<file path="config.mk">
export PLATFORM = sky130hd
export DESIGN_NAME = snr_front_flat
export DESIGN_NICKNAME = d
export VERILOG_FILES = /design/src/rtl/snr_pkg.sv /design/src/rtl/snr_ifs.sv /design/src/rtl/snr_fifo.sv /design/src/rtl/snr_front.sv /design/src/flat_wrapper.sv
export SDC_FILE = /design/constraint.sdc
export NUM_CORES = 1
export LEC_CHECK = 0
export BUFFER_PORTS_ARGS = -buffer_cell sky130_fd_sc_hd__buf_2
export CAP_MARGIN = 20
export CORE_ASPECT_RATIO = 2
export CORE_MARGIN = 5
export CORE_UTILIZATION = 50
export DETAILED_ROUTE_END_ITERATION = 10
export GPL_ROUTABILITY_DRIVEN = 0
export PLACE_DENSITY = 0.76
export SLEW_MARGIN = 10
export SYNTH_ARGS = -nofsm -noshare
export SYNTH_HDL_FRONTEND = slang
export SYNTH_HIERARCHICAL = 1
export SYNTH_SLANG_ARGS = --single-unit
</file>
<file path="constraint.sdc">
create_clock -name clk -period 4.9 [get_ports clk]
set_clock_uncertainty 0.15 [all_clocks]
set_input_delay 0.245 -clock clk [delete_from_list [all_inputs] [get_ports clk]]
set_output_delay 0.245 -clock clk [all_outputs]
set_load 0.05 [all_outputs]
</file>
<file path="src/rtl/snr_pkg.sv">
// Shared types, opcodes and codes of the SPI NOR sector read-modify-write controller.
package snr_pkg;

    localparam int SECTOR_BYTES_DEF = 4096;
    localparam int PAGE_BYTES_DEF   = 256;

    // host modes
    localparam logic [3:0] MODE_REPLY  = 4'd0;
    localparam logic [3:0] MODE_READ   = 4'd1;
    localparam logic [3:0] MODE_WRITE  = 4'd2;
    localparam logic [3:0] MODE_WDATA  = 4'd3;
    localparam logic [3:0] MODE_CERASE = 4'd4;
    localparam logic [3:0] MODE_RID    = 4'd5;
    localparam logic [3:0] MODE_PDOWN  = 4'd6;
    localparam logic [3:0] MODE_WAKE   = 4'd7;
    localparam logic [3:0] MODE_WDIS   = 4'd8;

    // flash opcodes
    localparam logic [7:0] OP_READ   = 8'h03;
    localparam logic [7:0] OP_PP     = 8'h02;
    localparam logic [7:0] OP_WREN   = 8'h06;
    localparam logic [7:0] OP_WRDI   = 8'h04;
    localparam logic [7:0] OP_RDSR   = 8'h05;
    localparam logic [7:0] OP_SE     = 8'h20;
    localparam logic [7:0] OP_CE     = 8'hC7;
    localparam logic [7:0] OP_RID    = 8'h90;
    localparam logic [7:0] OP_PDOWN  = 8'hB9;
    localparam logic [7:0] OP_WAKE   = 8'hAB;
    localparam logic [7:0] DUMMY_FF  = 8'hFF;
    localparam logic [7:0] DUMMY_00  = 8'h00;

    typedef enum logic [3:0] {
        CLS_REPLY,
        CLS_READ,
        CLS_WRITE,
        CLS_WDATA,
        CLS_CERASE,
        CLS_RID,
        CLS_PDOWN,
        CLS_WAKE,
        CLS_WDIS,
        CLS_BAD
    } cls_t;

    typedef struct packed {
        cls_t        cls;
        logic [23:0] address;
        logic [15:0] length;
        logic [7:0]  byte_value;
    } cmd_t;

    typedef enum logic [2:0] {
        K_FRAME = 3'd0,
        K_READ  = 3'd1,
        K_ID    = 3'd2,
        K_REQ   = 3'd3,
        K_DONE  = 3'd4,
        K_REJ   = 3'd5
    } kind_t;

    typedef struct packed {
        kind_t       kind;
        logic [7:0]  spi_byte;
        logic        select_end;
        logic [15:0] value;
        logic        last;
    } res_t;

    typedef enum logic [12:0] {
        PH_IDLE    = 13'h0001,
        PH_SIMPLE  = 13'h0002,
        PH_RID     = 13'h0004,
        PH_READ    = 13'h0008,
        PH_SREAD   = 13'h0010,
        PH_DATA    = 13'h0020,
        PH_WREN_CE = 13'h0040,
        PH_WREN_SE = 13'h0080,
        PH_WREN_PP = 13'h0100,
        PH_POLL    = 13'h0200,
        PH_CE      = 13'h0400,
        PH_SE      = 13'h0800,
        PH_PP      = 13'h1000
    } phase_t;

    typedef enum logic [4:0] {
        RET_CE        = 5'b00001,
        RET_SE        = 5'b00010,
        RET_DONE      = 5'b00100,
        RET_ERASED    = 5'b01000,
        RET_PAGE_DONE = 5'b10000
    } ret_t;

endpackage

</file>
<file path="src/rtl/snr_ifs.sv">
// Valid/ready channel interfaces for host commands and results.
interface snr_in_if;
    logic        valid;
    logic        ready;
    logic [3:0]  mode;
    logic [23:0] address;
    logic [15:0] length;
    logic [7:0]  byte_value;

    modport source (output valid, output mode, output address, output length,
                    output byte_value, input ready);
    modport sink (input valid, input mode, input address, input length,
                  input byte_value, output ready);
endinterface


</file>
<file path="src/rtl/snr_fifo.sv">
// Small register queue between the command front end and the sequencer.
module snr_fifo #(
    parameter int W     = 8,
    parameter int DEPTH = 2
) (
    input  logic         clk,
    input  logic         rst_n,
    input  logic         push,
    input  logic [W-1:0] push_data,
    output logic         full,
    input  logic         pop,
    output logic         head_valid,
    output logic [W-1:0] head_data
);

    localparam int AW = $clog2(DEPTH);
    localparam int NW = $clog2(DEPTH + 1);

    logic [W-1:0]  slot_reg [DEPTH];
    logic [AW-1:0] wptr_reg, wptr_next;
    logic [AW-1:0] rptr_reg, rptr_next;
    logic [NW-1:0] cnt_reg, cnt_next;
    logic          do_push, do_pop;

    assign full       = (cnt_reg == NW'(DEPTH));
    assign head_valid = (cnt_reg != '0);
    assign head_data  = slot_reg[rptr_reg];
    assign do_push    = push && !full;
    assign do_pop     = pop && head_valid;

    always_comb
    begin
        wptr_next = wptr_reg;
        rptr_next = rptr_reg;
        cnt_next  = cnt_reg;
        if (do_push)
        begin
            wptr_next = (wptr_reg == AW'(DEPTH - 1)) ? '0 : wptr_reg + 1'b1;
        end
        if (do_pop)
        begin
            rptr_next = (rptr_reg == AW'(DEPTH - 1)) ? '0 : rptr_reg + 1'b1;
        end
        if (do_push && !do_pop)
        begin
            cnt_next = cnt_reg + 1'b1;
        end
        else if (!do_push && do_pop)
        begin
            cnt_next = cnt_reg - 1'b1;
        end
    end

    always_ff @(posedge clk or negedge rst_n)
    begin
        if (!rst_n)
        begin
            wptr_reg <= '0;
            rptr_reg <= '0;
            cnt_reg  <= '0;
        end
        else
        begin
            wptr_reg <= wptr_next;
            rptr_reg <= rptr_next;
            cnt_reg  <= cnt_next;
        end
    end

    always_ff @(posedge clk)
    begin
        if (do_push)
        begin
            slot_reg[wptr_reg] <= push_data;
        end
    end

endmodule

</file>
<file path="src/rtl/snr_front.sv">
// Front end: accept host items, classify the mode and queue them for the sequencer.
module snr_front (
    input  logic             clk,
    input  logic             rst_n,
    snr_in_if.sink           cmd,
    input  logic             pop,
    output logic             head_valid,
    output snr_pkg::cmd_t    head
);

    snr_pkg::cmd_t                      item;
    logic                               full;
    logic [$bits(snr_pkg::cmd_t)-1:0]   head_bits;

    always_comb
    begin
        item.address    = cmd.address;
        item.length     = cmd.length;
        item.byte_value = cmd.byte_value;
        unique case (cmd.mode)
            snr_pkg::MODE_REPLY:  item.cls = snr_pkg::CLS_REPLY;
            snr_pkg::MODE_READ:   item.cls = snr_pkg::CLS_READ;
            // a zero-length write is refused outright
            snr_pkg::MODE_WRITE:  item.cls = (cmd.length == '0) ? snr_pkg::CLS_BAD
                                                                : snr_pkg::CLS_WRITE;
            snr_pkg::MODE_WDATA:  item.cls = snr_pkg::CLS_WDATA;
            snr_pkg::MODE_CERASE: item.cls = snr_pkg::CLS_CERASE;
            snr_pkg::MODE_RID:    item.cls = snr_pkg::CLS_RID;
            snr_pkg::MODE_PDOWN:  item.cls = snr_pkg::CLS_PDOWN;
            snr_pkg::MODE_WAKE:   item.cls = snr_pkg::CLS_WAKE;
            snr_pkg::MODE_WDIS:   item.cls = snr_pkg::CLS_WDIS;
            default:              item.cls = snr_pkg::CLS_BAD;
        endcase
    end

    assign cmd.ready = !full;
    assign head      = snr_pkg::cmd_t'(head_bits);

    snr_fifo #(
        .W     ($bits(snr_pkg::cmd_t)),
        .DEPTH (2)
    ) u_queue (
        .clk        (clk),
        .rst_n      (rst_n),
        .push       (cmd.valid),
        .push_data  (item),
        .full       (full),
        .pop        (pop),
        .head_valid (head_valid),
        .head_data  (head_bits)
    );

endmodule

</file>
<file path="src/flat_wrapper.sv">
// flat-port wrapper written by rule: the top's interface ports become plain ports
module snr_front_flat 
  (clk, rst_n, pop, head_valid, head, cmd_valid, cmd_mode, cmd_address, cmd_length, cmd_byte_value, cmd_ready);
  snr_in_if cmd_i ();
  input  logic clk;
  input  logic rst_n;
  input  logic pop;
  output logic head_valid;
  output snr_pkg::cmd_t head;
  input wire logic [$bits(cmd_i.valid)-1:0] cmd_valid;
  input wire logic [$bits(cmd_i.mode)-1:0] cmd_mode;
  input wire logic [$bits(cmd_i.address)-1:0] cmd_address;
  input wire logic [$bits(cmd_i.length)-1:0] cmd_length;
  input wire logic [$bits(cmd_i.byte_value)-1:0] cmd_byte_value;
  output wire logic [$bits(cmd_i.ready)-1:0] cmd_ready;
  assign cmd_i.valid = cmd_valid;
  assign cmd_i.mode = cmd_mode;
  assign cmd_i.address = cmd_address;
  assign cmd_i.length = cmd_length;
  assign cmd_i.byte_value = cmd_byte_value;
  assign cmd_ready = cmd_i.ready;
  snr_front u_core (.clk(clk), .rst_n(rst_n), .cmd(cmd_i), .pop(pop), .head_valid(head_valid), .head(head));
endmodule
</file>
# == Word-level counts from Yosys, hierarchy flattened ==
# Memory sizes are Yosys's and may differ from the RTL's.
# Index checks and enable logic that the tools add are counted.
# classes
add_sub_neg,4
n_eq_ne,9
muxes,8
n_reduce_logical,11
# ops
cell,n
$pmux W4 S9,1
$eq A4 B3 Y1 const B,4
$logic_not A16 Y1,1
$eq A4 B2 Y1 const B,2
$eq A4 B1 Y1 const B,1
$eq A4 B4 Y1 const B,1
$logic_and A1 B1 Y1,4
$logic_not A4 Y1,1
$mux W1,4
$mux W2,2
$mux W4,1
$reduce_bool A2 Y1,2
$logic_not A1 Y1,3
$add A1 B1 Y1 const B,2
$add A2 B1 Y2 const B,1
$eq A2 B2 Y1 const B,1
$sub A2 B1 Y2 const B,1
# word_totals
regBits,4
ram_bits,104
inputBits,56
output_inout_bits,54
wordCells,36
memories,1
# mem_list
memory,depth,width,rd,rd_ports_with_merged_regs,wr,line_no,rtl
u_core.u_queue.slot_reg,2,52,1,0,1,snr_fifo.sv:19,logic [W-1:0] slot_reg [DEPTH];

# == Longest topological paths before layout ==
# Gate-level depths: netlist (run 1).
# logic_depth
word_depth,7
depth_mapped,7

# == Modules after synthesis ==
# The synthesis (run 1) kept the hierarchy.
# by_module_without_submodules
module,n_inst,cells_per_inst,area_each_um2
snr_fifo,1,181,4204.0
snr_front,1,16,106.4

# == Least setup slack after synthesis (run 1) ==
# OpenSTA, ideal clock, no wires.
# synth_timing
kind,register -> register
from,register u_core.u_queue.cnt_reg[0]
to,"memory u_core/u_queue/slot_reg[0][0] in the netlist's numbering, enable pin"
setup_time_ns,0.462
t_arrival_ns,2.804
t_required_ns,4.288
slack_ns,1.485
stages_incl_launch_ff,4
n_path_buf,0
period_less_slack_ns,3.415
path_cell_list,dfrtp_1 > nand2b_1 > nand2_1 > nor2_1
# synth_via
elab_chain_cells,5
# synth_lines
element,line_no,rtl
"start, declared",snr_fifo.sv:22,"logic [NW-1:0] cnt_reg, cnt_next;"
"start signal, assigned",snr_fifo.sv:66,cnt_reg <= cnt_next;
$eq A2 B2 Y1,snr_fifo.sv:25,assign full = (cnt_reg == NW'(DEPTH));
$logic_not A1 Y1,snr_fifo.sv:28,assign do_push = push && !full;
$logic_and A1 B1 Y1,snr_fifo.sv:28,
$mux W1,snr_fifo.sv:72,if (do_push)
$mux W1 (not written as such),snr_fifo.sv:74,slot_reg[wptr_reg] <= push_data;
"end, declared",snr_fifo.sv:19,
# Every way passes these cells.

==> impl_metrics.py, run 1 <==
metrics = {
    "timing": {
        "hold_viol": 0,
        "fin_crit_sh_pct": 49.76,
        "layout_min_cycle_time_ns": 2.438,
        "finalWorstSetupSlack_ns": 2.462,
        "tightest_slew_ns": 0.9631,
        "rsz0062_at_grt": "no",
        "whs_ns": 0.02524,
        "fin_tns_setup_ns": 0,
        "max_freq_ghz": 0.4101,
        "drv_slew": 0,
        "max_slew_margin_pct": 35.79,
        "finalSetupViolCount": 0,
    },
    "layout": {
        "n_antenna_cell": 0,
        "finalNonFillerCells": 467,
        "final_util_pct": 66.30,
        "largest_reg_flops": 104,
        "seqCellArea_sq_um": 3227,
        "final_net_count": 419,
        "drive_above_1_share_pct": 49.86,
        "finalInstanceArea_sq_um": 5654,
        "multiInputGateArea_sq_um": 969.7,
        "fillers": 592,
        "areaGrowthSynthToFinish_pct": 31.18,
    },
    "yosys": {
        "ys_top_cells_by_count": "104 x edfxtp_1, 49 x mux2_4, 5 x buf_12",
        "synth.top_cell.area_share_pct": 72.45,
        "synth_seq_cells": 108,
        "synth_area_leader_cell": "edfxtp_1",
        "synth-main-ff-cell": "edfxtp_1",
        "ys_types": 23,
        "syn-num-nets": 254,
        "yosys_warnings": 6,
        "synth_most_common_cell": "edfxtp_1",
        "synth_cells": 197,
        "ys_seq_area_share_pct": 74.78,
        "synth-edff-count": 104,
        "netlist_area_sq_um": 4310,
        "yosys-top-cells-area": "edfxtp_1 72%, mux2_4 17%, buf_12 2.3%",
        "avgSynthCellArea_sq_um": 21.88,
        "synth-async-reset-ratio_pct": 3.704,
    },
    "outcome": {
        "status": "complete, no violations",
    },
    "routing": {
        "drc": 0,
        "wl_per_cell_um": 16.37,
        "viasPerCell": 4.801,
        "postRouteAntennaNets": 0,
        "drtIter0Drc": 135,
        "first_pass_iters": 4,
        "route.vias.total": 2242,
        "wl_mm": 7.644,
    },
    "clocking": {
        "cts.htree.levels": 3,
        "clkSinkCount": 108,
        "cts_buffers": 9,
        "clk_pin_slew_ns": 0.06,
        "cts_tree": "built",
        "ctsResizeCount": 0,
        "cts_buffer_depth": 2,
        "clk-insertion-delay-late_ns": 0.33,
        "root_buffer": "clkbuf_16",
    },
    "die": {
        "die_h_um": 141.3,
        "start_util_pct": 50.54,
        "rows": 48,
        "die_area_sq_um": 10690,
        "die_w_um": 75.66,
        "core-area_sq_um": 8528,
        "io_pins": 110,
    },
    "setup_path": {
        "worstSetupStartpoint": "u_core/u_queue/rptr_reg",
        "worstPathMaxFanout": 53,
        "path_class": "register to primary output",
        "cp_data_arrival_time_ns": 2.04,
        "worstSetupEndpointType": "primary output",
        "r2r-start": "u_core/u_queue/cnt_reg[0]",
        "required_ns": 4.51,
        "worst_setup_path_start_kind": "register",
    },
    "power_and_ir_drop": {
        "power_density_nw_per_um2": 641.4,
        "p_total_mw": 3.627,
        "vdd_ir_drop_max_mv": 0.4610,
        "leakagePower_nw": 2.285,
    },
    "global_route": {
        "antenna_found_initial": 0,
        "grt_pass1_wl_mm": 12.22,
        "first_global_vias": 2550,
        "grt_max_degree": 54,
        "grtUsageTotal_pct": 15.52,
        "grt.overflow.total": 0,
    },
    "placement": {
        "placed_cell_area_sq_um": 4897,
        "place_ws_ns": 2.666,
        "portBuffers": 109,
        "placedCellCount": 402,
        "dp_hpwl_mm": 4.943,
    },
    "hold_path": {
        "hold_start": "pop",
        "worstHoldPathType": "input pin to register",
    },
    "job": {
        "max_cap_viol_count": 0,
    },
}
[worst max-delay path, stage by stage, from the launching register on]
cell     delay, ns
dfrtp_4       1.05
mux2_2        0.42
buf_2         0.21
[cells by family after synthesis]
kind of cell / share of synthesized area (%)
buffers and inverters: 2.932
XOR/XNOR: 1.016
flip-flops: 74.78
AND/OR/NAND/NOR: 2.497
multiplexers: 17.85
adder cells (fa/ha/maj): 0.2902
AO/OA/AOI/OAI: 0.6387
[final timing paths]
path / to / cells after the start / slack, ns
worst max-delay path: head[29] / 2 / 2.46
worst min-delay path: u_core/u_queue/rptr_reg / 3 / 0.03
worst max register to register: u_core/u_queue/slot_reg[0][20] / 4 / 2.69
worst min register to register: u_core/u_queue/cnt_reg[1] / 1 / 0.35
max in group asynchronous: u_core/u_queue/rptr_reg / 2 / 4.37
min in group asynchronous: u_core/u_queue/rptr_reg / 2 / 0.09
[report_power, final]
group / switching (mW) / internal (mW)
clock network: 0.295 / 0.344
registers: 0.171 / 1.27
logic: 1.01 / 0.541
[routing by layer]
metal	share of wire, %	vias to the layer above	wire, um	track usage (%)
met5	0	-	0	0
met4	2.8	0	217	7.189
met3	4.3	15	327	3.262
met2	58	66	4422	27.68
met1	35	1068	2677	16.78
li1	-	1093	-	-
[cells in the final DEF (no fill, tap or decap), types with 3 or more instances in the layout]
master         instances
buf_2                109
edfxtp_1             104
dlygate4sd3_1         49
mux2_4                49
clkbuf_16              9
inv_1                  4
nor2_1                 3
nor4_2                 3
mux2_2                 3
xnor2_1                3
dfrtp_1                3
[layout make-up]
cell class / count / share of cell area (%)
clock buffers: 10 / 4.050
clock inverters: 6 / 0.6639
inverters: 4 / 0.2655
multi-input cells: 79 / 17.15
flip-flops and latches: 108 / 57.07
well taps: 100 / 2.213
repair buffers: 160 / 18.59
[timing repair]
action | 4_1_cts | 5_1_grt
hold endpoints to repair | 100 | 0
hold buffers | 49 | 0
setup buffers | 0 | 0
No activity file was read; power rests on OpenSTA's default activity.
==> run 2: changes to the inputs <==
Settings changed: ABC_AREA set to 1, CORE_UTILIZATION 50 to 47, PLACE_DENSITY 0.76 to 0.75.
Clock period 4.9 ns to 2.2 ns, I/O delays scaled along.
==> run 2 against run 1 <==
Compared with the run above:
- non-clock buffer count up 9
- synthesized area shrank 3.0%
- clock power grew 140%
- critical path depth rose by 2
- worst hold slack improved by 0.078 ns
- clock-buffer cell count stayed put
- critical path type unchanged
- largest power group unchanged
- highest routed layer unchanged
==> impl_metrics.py, run 2 <==
metrics = {
    "outcome": {
        "status": "complete, no violations",
    },
    "layout": {
        "mostFrequentLayoutCells": "177 x nand2_1, 109 x buf_2, 104 x edfxtp_1, 55 x dlygate4sd3_1, 10 x nor2_1",
        "n_antenna_cell": 0,
        "drive_above_1_share_pct": 27.47,
        "layout_commonest_cell": "nand2_1",
        "areaGrowthSynthToFinish_pct": 34.97,
        "final_net_count": 559,
        "largest_reg_flops": 104,
        "seqCellArea_sq_um": 3224,
        "fillers": 639,
        "multiInputGateArea_sq_um": 808.3,
    },
    "die": {
        "die_w_um": 76.68,
        "start_util_pct": 48.32,
        "die_h_um": 143.4,
        "io_pins": 110,
        "core-area_sq_um": 8648,
        "die_area_sq_um": 10990,
        "rows": 48,
    },
    "routing": {
        "drc": 0,
        "route.vias.total": 2919,
        "wl_mm": 9.065,
        "drtIter0Drc": 171,
        "first_pass_iters": 5,
        "viasPerCell": 4.817,
        "wl_per_cell_um": 14.96,
        "postRouteAntennaNets": 0,
    },
    "hold_path": {
        "hold_path_depth": 4,
        "worstHoldPathType": "input pin to register",
    },
    "yosys": {
        "synth_most_common_cell": "nand2_1",
        "ys_types": 18,
        "yosys_warnings": 6,
        "synth_cells": 333,
        "synth-main-ff-cell": "edfxtp_1",
        "avgSynthCellArea_sq_um": 12.55,
        "ys_top_cells_by_count": "177 x nand2_1, 104 x edfxtp_1, 11 x nor2_1, 9 x inv_1, 6 x buf_6",
        "synth_area_leader_cell": "edfxtp_1",
        "synth-edff-count": 104,
        "syn-num-nets": 390,
        "synth_seq_cells": 108,
        "synth.top_cell.area_share_pct": 74.73,
        "synth-async-reset-ratio_pct": 3.704,
        "netlist_area_sq_um": 4179,
        "ys_seq_area_share_pct": 77.13,
        "yosys-top-cells-area": "edfxtp_1 75%, nand2_1 16%, dfrtp_1 2.4%",
    },
    "clocking": {
        "cts_buffer_depth": 2,
        "cts_buffers": 9,
        "ctsResizeCount": 0,
        "cts.htree.levels": 3,
        "clkSinkCount": 108,
        "root_buffer": "clkbuf_16",
        "ctsHoldBuffers": 55,
        "cts_setup_buffers": 0,
        "cts_tree": "built",
        "clk-insertion-delay-late_ns": 0.33,
        "clk_pin_slew_ns": 0.06,
    },
    "setup_path": {
        "required_ns": 1.94,
        "worst_setup_path_start_kind": "register",
        "r2r_setup_slack_ns": 0.50,
        "cp_data_arrival_time_ns": 1.69,
        "r2r-start": "u_core/u_queue/cnt_reg[1]",
        "reg2reg_to": "u_core/u_queue/slot_reg[1][23]",
        "crit_end": "head[28]",
        "worstSetupStartpoint": "u_core/u_queue/rptr_reg",
        "worstSetupEndpointType": "primary output",
        "worstPathMaxFanout": 53,
        "r2r_cells": 4,
        "path_class": "register to primary output",
    },
    "global_route": {
        "grt.overflow.total": 0,
        "grt_max_degree": 54,
        "grt_pass1_wl_mm": 14.35,
        "first_global_vias": 2999,
        "antenna_found_initial": 0,
        "grtUsageTotal_pct": 16.60,
    },
    "power_and_ir_drop": {
        "vdd_ir_drop_max_mv": 0.8751,
        "power_density_nw_per_um2": 1476,
        "p_total_mw": 8.323,
        "leakagePower_nw": 2.460,
    },
    "placement": {
        "place_ws_ns": 0.4844,
        "dp_hpwl_mm": 5.694,
        "portBuffers": 109,
    },
    "timing": {
        "finalSetupViolCount": 0,
        "max_freq_ghz": 0.5121,
        "fin_tns_setup_ns": 0,
        "finalWorstSetupSlack_ns": 0.2472,
        "hold_viol": 0,
        "tightest_slew_ns": 0.4526,
        "drv_slew": 0,
        "max_slew_margin_pct": 69.51,
        "rsz0062_at_grt": "no",
        "layout_min_cycle_time_ns": 1.953,
        "fin_crit_sh_pct": 88.77,
    },
    "job": {
        "max_cap_viol_count": 0,
    },
}
[run 2: kinds of logic after synthesis]
family / share of synthesized area [%]
AND/OR/NAND/NOR: 18.38
adder cells (fa/ha/maj): 0.2994
XOR/XNOR: 0.2096
buffers and inverters: 3.713
flip-flops: 77.13
AO/OA/AOI/OAI: 0.2694
[run 2: critical path, cell delays in order, from the launching register on]
cell and delay (ns):
dfrtp_2 0.51, inv_6 0.34, nand2_1 0.10, nand2_1 0.11
buf_2 0.27
[run 2: area by class of cell]
| cell class | instances | area share [%] |
|---|---|---|
| Sequential cell | 108 | 57.16 |
| Timing Repair Buffer | 169 | 20.32 |
| Multi-Input combinational cell | 202 | 14.33 |
| Clock buffer | 10 | 4.059 |
| Tap cell | 100 | 2.218 |
| Clock inverter | 5 | 0.9539 |
| Inverter | 12 | 0.9539 |
[run 2: worst min path at each step]
| stage | start | endpoint | slack [ns] |
|---|---|---|---|
| after floorplan | rst_n | u_core/u_queue/cnt_reg[0] | -0.34 |
| after global placement | rst_n | u_core/u_queue/wptr_reg | -0.23 |
| after detailed placement | rst_n | u_core/u_queue/cnt_reg[0] | -0.23 |
| after CTS | cmd_valid | u_core/u_queue/wptr_reg | 0.08 |
| after global routing | cmd_valid | u_core/u_queue/wptr_reg | 0.12 |
| final | cmd_valid | u_core/u_queue/wptr_reg | 0.10 |
[run 2: metal layers]
layer,vias up,global-route usage [%],share of wire (%)
met4,0,7.465,2.4
met2,94,30.26,56
met5,-,0,0
met3,19,3.262,4.7
li1,1436,-,-
met1,1370,18.47,37
[run 2: metrics by stage]
step | instances | cell area, sq um | hold WS, ns | util (%)
global placement | 536 | 4807 | -0.2275 | 55.58
finish | 606 | 5640 | 0.1037 | 65.22
CTS | 606 | 5640 | 0.07584 | 65.22
global route | 606 | 5640 | 0.1236 | 65.22
detailed placement | 536 | 4807 | -0.2299 | 55.58
floorplan | 333 | 4190 | -0.3356 | -
[run 2: where the power goes]
group,internal (mW),leakage [nW],switching [mW]
clock network,0.872,0.142,0.646
registers,2.81,1.01,0.154
logic,0.794,1.30,3.05
total,4.47,2.46,3.85
==> run 3: changes to the inputs <==
Settings changed: CORE_ASPECT_RATIO 2 to 0.5, GPL_TIMING_DRIVEN set to 1.
Clock period 2.2 ns to 1.6 ns, I/O delays scaled along.
==> run 3 against run 2 <==
Compared with the run above:
- the run now ends with negative setup slack left
- register-to-register slack lost 0.47 ns
- utilization increased by 9.4 points
- non-clock buffer count rose by 12
- sequential share of layout area fell by 7.4 points
- critical path depth rose by 1
- clock power grew 65%
- largest cell class unchanged
- largest power group unchanged
==> impl_metrics.py, run 3 (synthesis gave the netlist of run 2 again) <==
metrics = {
    "layout": {
        "drive_above_1_share_pct": 37.19,
        "areaGrowthSynthToFinish_pct": 55.06,
        "finalNonFillerCells": 636,
        "final_net_count": 571,
        "largest_reg_flops": 104,
        "n_antenna_cell": 0,
        "mostFrequentLayoutCells": "139 x nand2_1, 104 x edfxtp_1, 57 x buf_2, 56 x dlygate4sd3_1, 37 x nand2_2",
        "layout_commonest_cell": "nand2_1",
    },
    "setup_path": {
        "r2r_cells": 4,
        "path_class": "register to primary output",
        "worstSetupEndpointType": "primary output",
        "required_ns": 1.37,
        "worst_setup_path_start_kind": "register",
        "worstPathMaxFanout": 9,
        "cp_data_arrival_time_ns": 1.44,
    },
    "power_and_ir_drop": {
        "p_seq_share_pct": 29.1,
        "vdd_ir_drop_max_mv": 1.345,
        "power_density_nw_per_um2": 2179,
        "pwr-share-clk_pct": 17.8,
        "switching_power_mw": 6.037,
        "leakagePower_nw": 2.730,
        "swShare_pct": 42.77,
        "pwr-share-comb_pct": 53.1,
        "p_int_mw": 8.080,
    },
    "die": {
        "rows": 24,
        "die_area_sq_um": 10990,
        "die_w_um": 143.4,
        "start_util_pct": 48.15,
        "core-area_sq_um": 8678,
        "die_h_um": 76.68,
        "io_pins": 110,
    },
    "placement": {
        "placedCellCount": 558,
        "portBuffers": 109,
        "dp_hpwl_mm": 5.635,
    },
    "clocking": {
        "clk_pin_slew_ns": 0.07,
        "root_buffer": "clkbuf_16",
        "cts.htree.levels": 3,
        "cts_buffer_depth": 2,
        "clk-insertion-delay-late_ns": 0.34,
        "cts_buffers": 9,
        "clkSinkCount": 108,
        "cts_tree": "built",
    },
    "timing": {
        "max_freq_ghz": 0.5993,
        "layout_min_cycle_time_ns": 1.669,
        "tightest_slew_ns": 0.3325,
        "rsz0062_at_grt": "yes",
        "finalWorstSetupSlack_ns": -0.06850,
        "drv_slew": 0,
        "max_slew_margin_pct": 77.69,
        "hold_viol": 0,
        "fin_tns_setup_ns": -1.419,
        "finalSetupViolCount": 47,
        "fin_crit_sh_pct": 104.3,
    },
    "routing": {
        "wl_per_cell_um": 17.14,
        "postRouteAntennaNets": 0,
        "drc": 0,
        "route.vias.total": 3098,
        "viasPerCell": 4.871,
        "drtIter0Drc": 201,
        "first_pass_iters": 5,
        "wl_mm": 10.90,
    },
    "global_route": {
        "grt_max_degree": 28,
        "grt_pass1_wl_mm": 15.50,
        "grt.overflow.total": 0,
        "first_global_vias": 3107,
        "grtUsageTotal_pct": 18.61,
        "antenna_found_initial": 0,
    },
    "hold_path": {
        "worstHoldPathType": "input pin to register",
        "hold_path_depth": 5,
    },
    "outcome": {
        "violations": "negative setup slack",
        "status": "finished with violations",
    },
    "job": {
        "max_cap_viol_count": 0,
    },
}
## run 3: path summary, 6_finish.rpt
path	startpoint	endpoint	slack, ns
setup / recovery	u_core/u_queue/rptr_reg	head[25]	-0.07
hold / removal	cmd_mode[2]	u_core/u_queue/slot_reg[1][49]	0.09
setup reg to reg	u_core/u_queue/cnt_reg[1]	u_core/u_queue/slot_reg[1][46]	0.03
hold reg to reg	u_core/u_queue/wptr_reg	u_core/u_queue/wptr_reg	0.39
max in group asynchronous	rst_n	u_core/u_queue/rptr_reg	0.55
min in group asynchronous	rst_n	u_core/u_queue/wptr_reg	0.53
## run 3: cell type report
type | count | area [sq um]
fillers | 485 | 2198
multi-input cells | 202 | 930.9
clock inverters | 7 | 122.6
flip-flops and latches | 108 | 3226
clock buffers | 9 | 225.2
inverters | 12 | 56.30
repair buffers | 181 | 1773
well taps | 117 | 146.4
## run 3: power groups by stage
stage               sequential (mW)  combinational, mW  clock, mW
finish                         4.11               7.50       2.51
global route                   4.15               7.85       2.69
CTS                            4.05               6.87       2.54
detailed placement             4.09               5.53          0
global placement               4.07               5.49          0
floorplan                      4.06               4.17          0
## run 3: metrics by stage
stage | hold WS (ns) | power [mW] | area, sq um | worst slack, ns | utilization, %
after global placement | -0.2579 | 9.562 | 4951 | 0.1016 | 57.05
after global routing | 0.09027 | 14.69 | 6480 | -0.1382 | 74.67
after floorplan | -0.3656 | 8.229 | 4198 | -0.3652 | -
after CTS | 0.07395 | 13.47 | 6271 | -0.05941 | 72.26
final | 0.08876 | 14.12 | 6480 | -0.06850 | 74.67
after detailed placement | -0.2547 | 9.626 | 4951 | 0.05916 | 57.05
## run 3: worst max-delay path: stages, from the launching register on
cell and delay [ns]:
dfrtp_2 0.47, inv_8 0.14, clkbuf_16 0.17, nand2_1 0.06
nand2_1 0.08, buf_6 0.16
## run 3: routing by layer
layer	track usage, %	up-vias	part of all wire, %
met3	6.277	26	6.9
met2	33.57	137	54
li1	-	1461	-
met5	0	-	0
met4	4.887	0	2.5
met1	21.24	1474	37
## run 3: repair_timing
| action | 4_1_cts | 5_1_grt |
|---|---|---|
| buffers inserted | 2 | 2 |
| hold endpoints to repair | 110 | 0 |
| gates cloned | 1 | 1 |
| pin swaps | 0 | 4 |
| setup endpoints to repair | 52 | 67 |
| hold buffers | 56 | 0 |
| resized for setup | 113 | 52 |
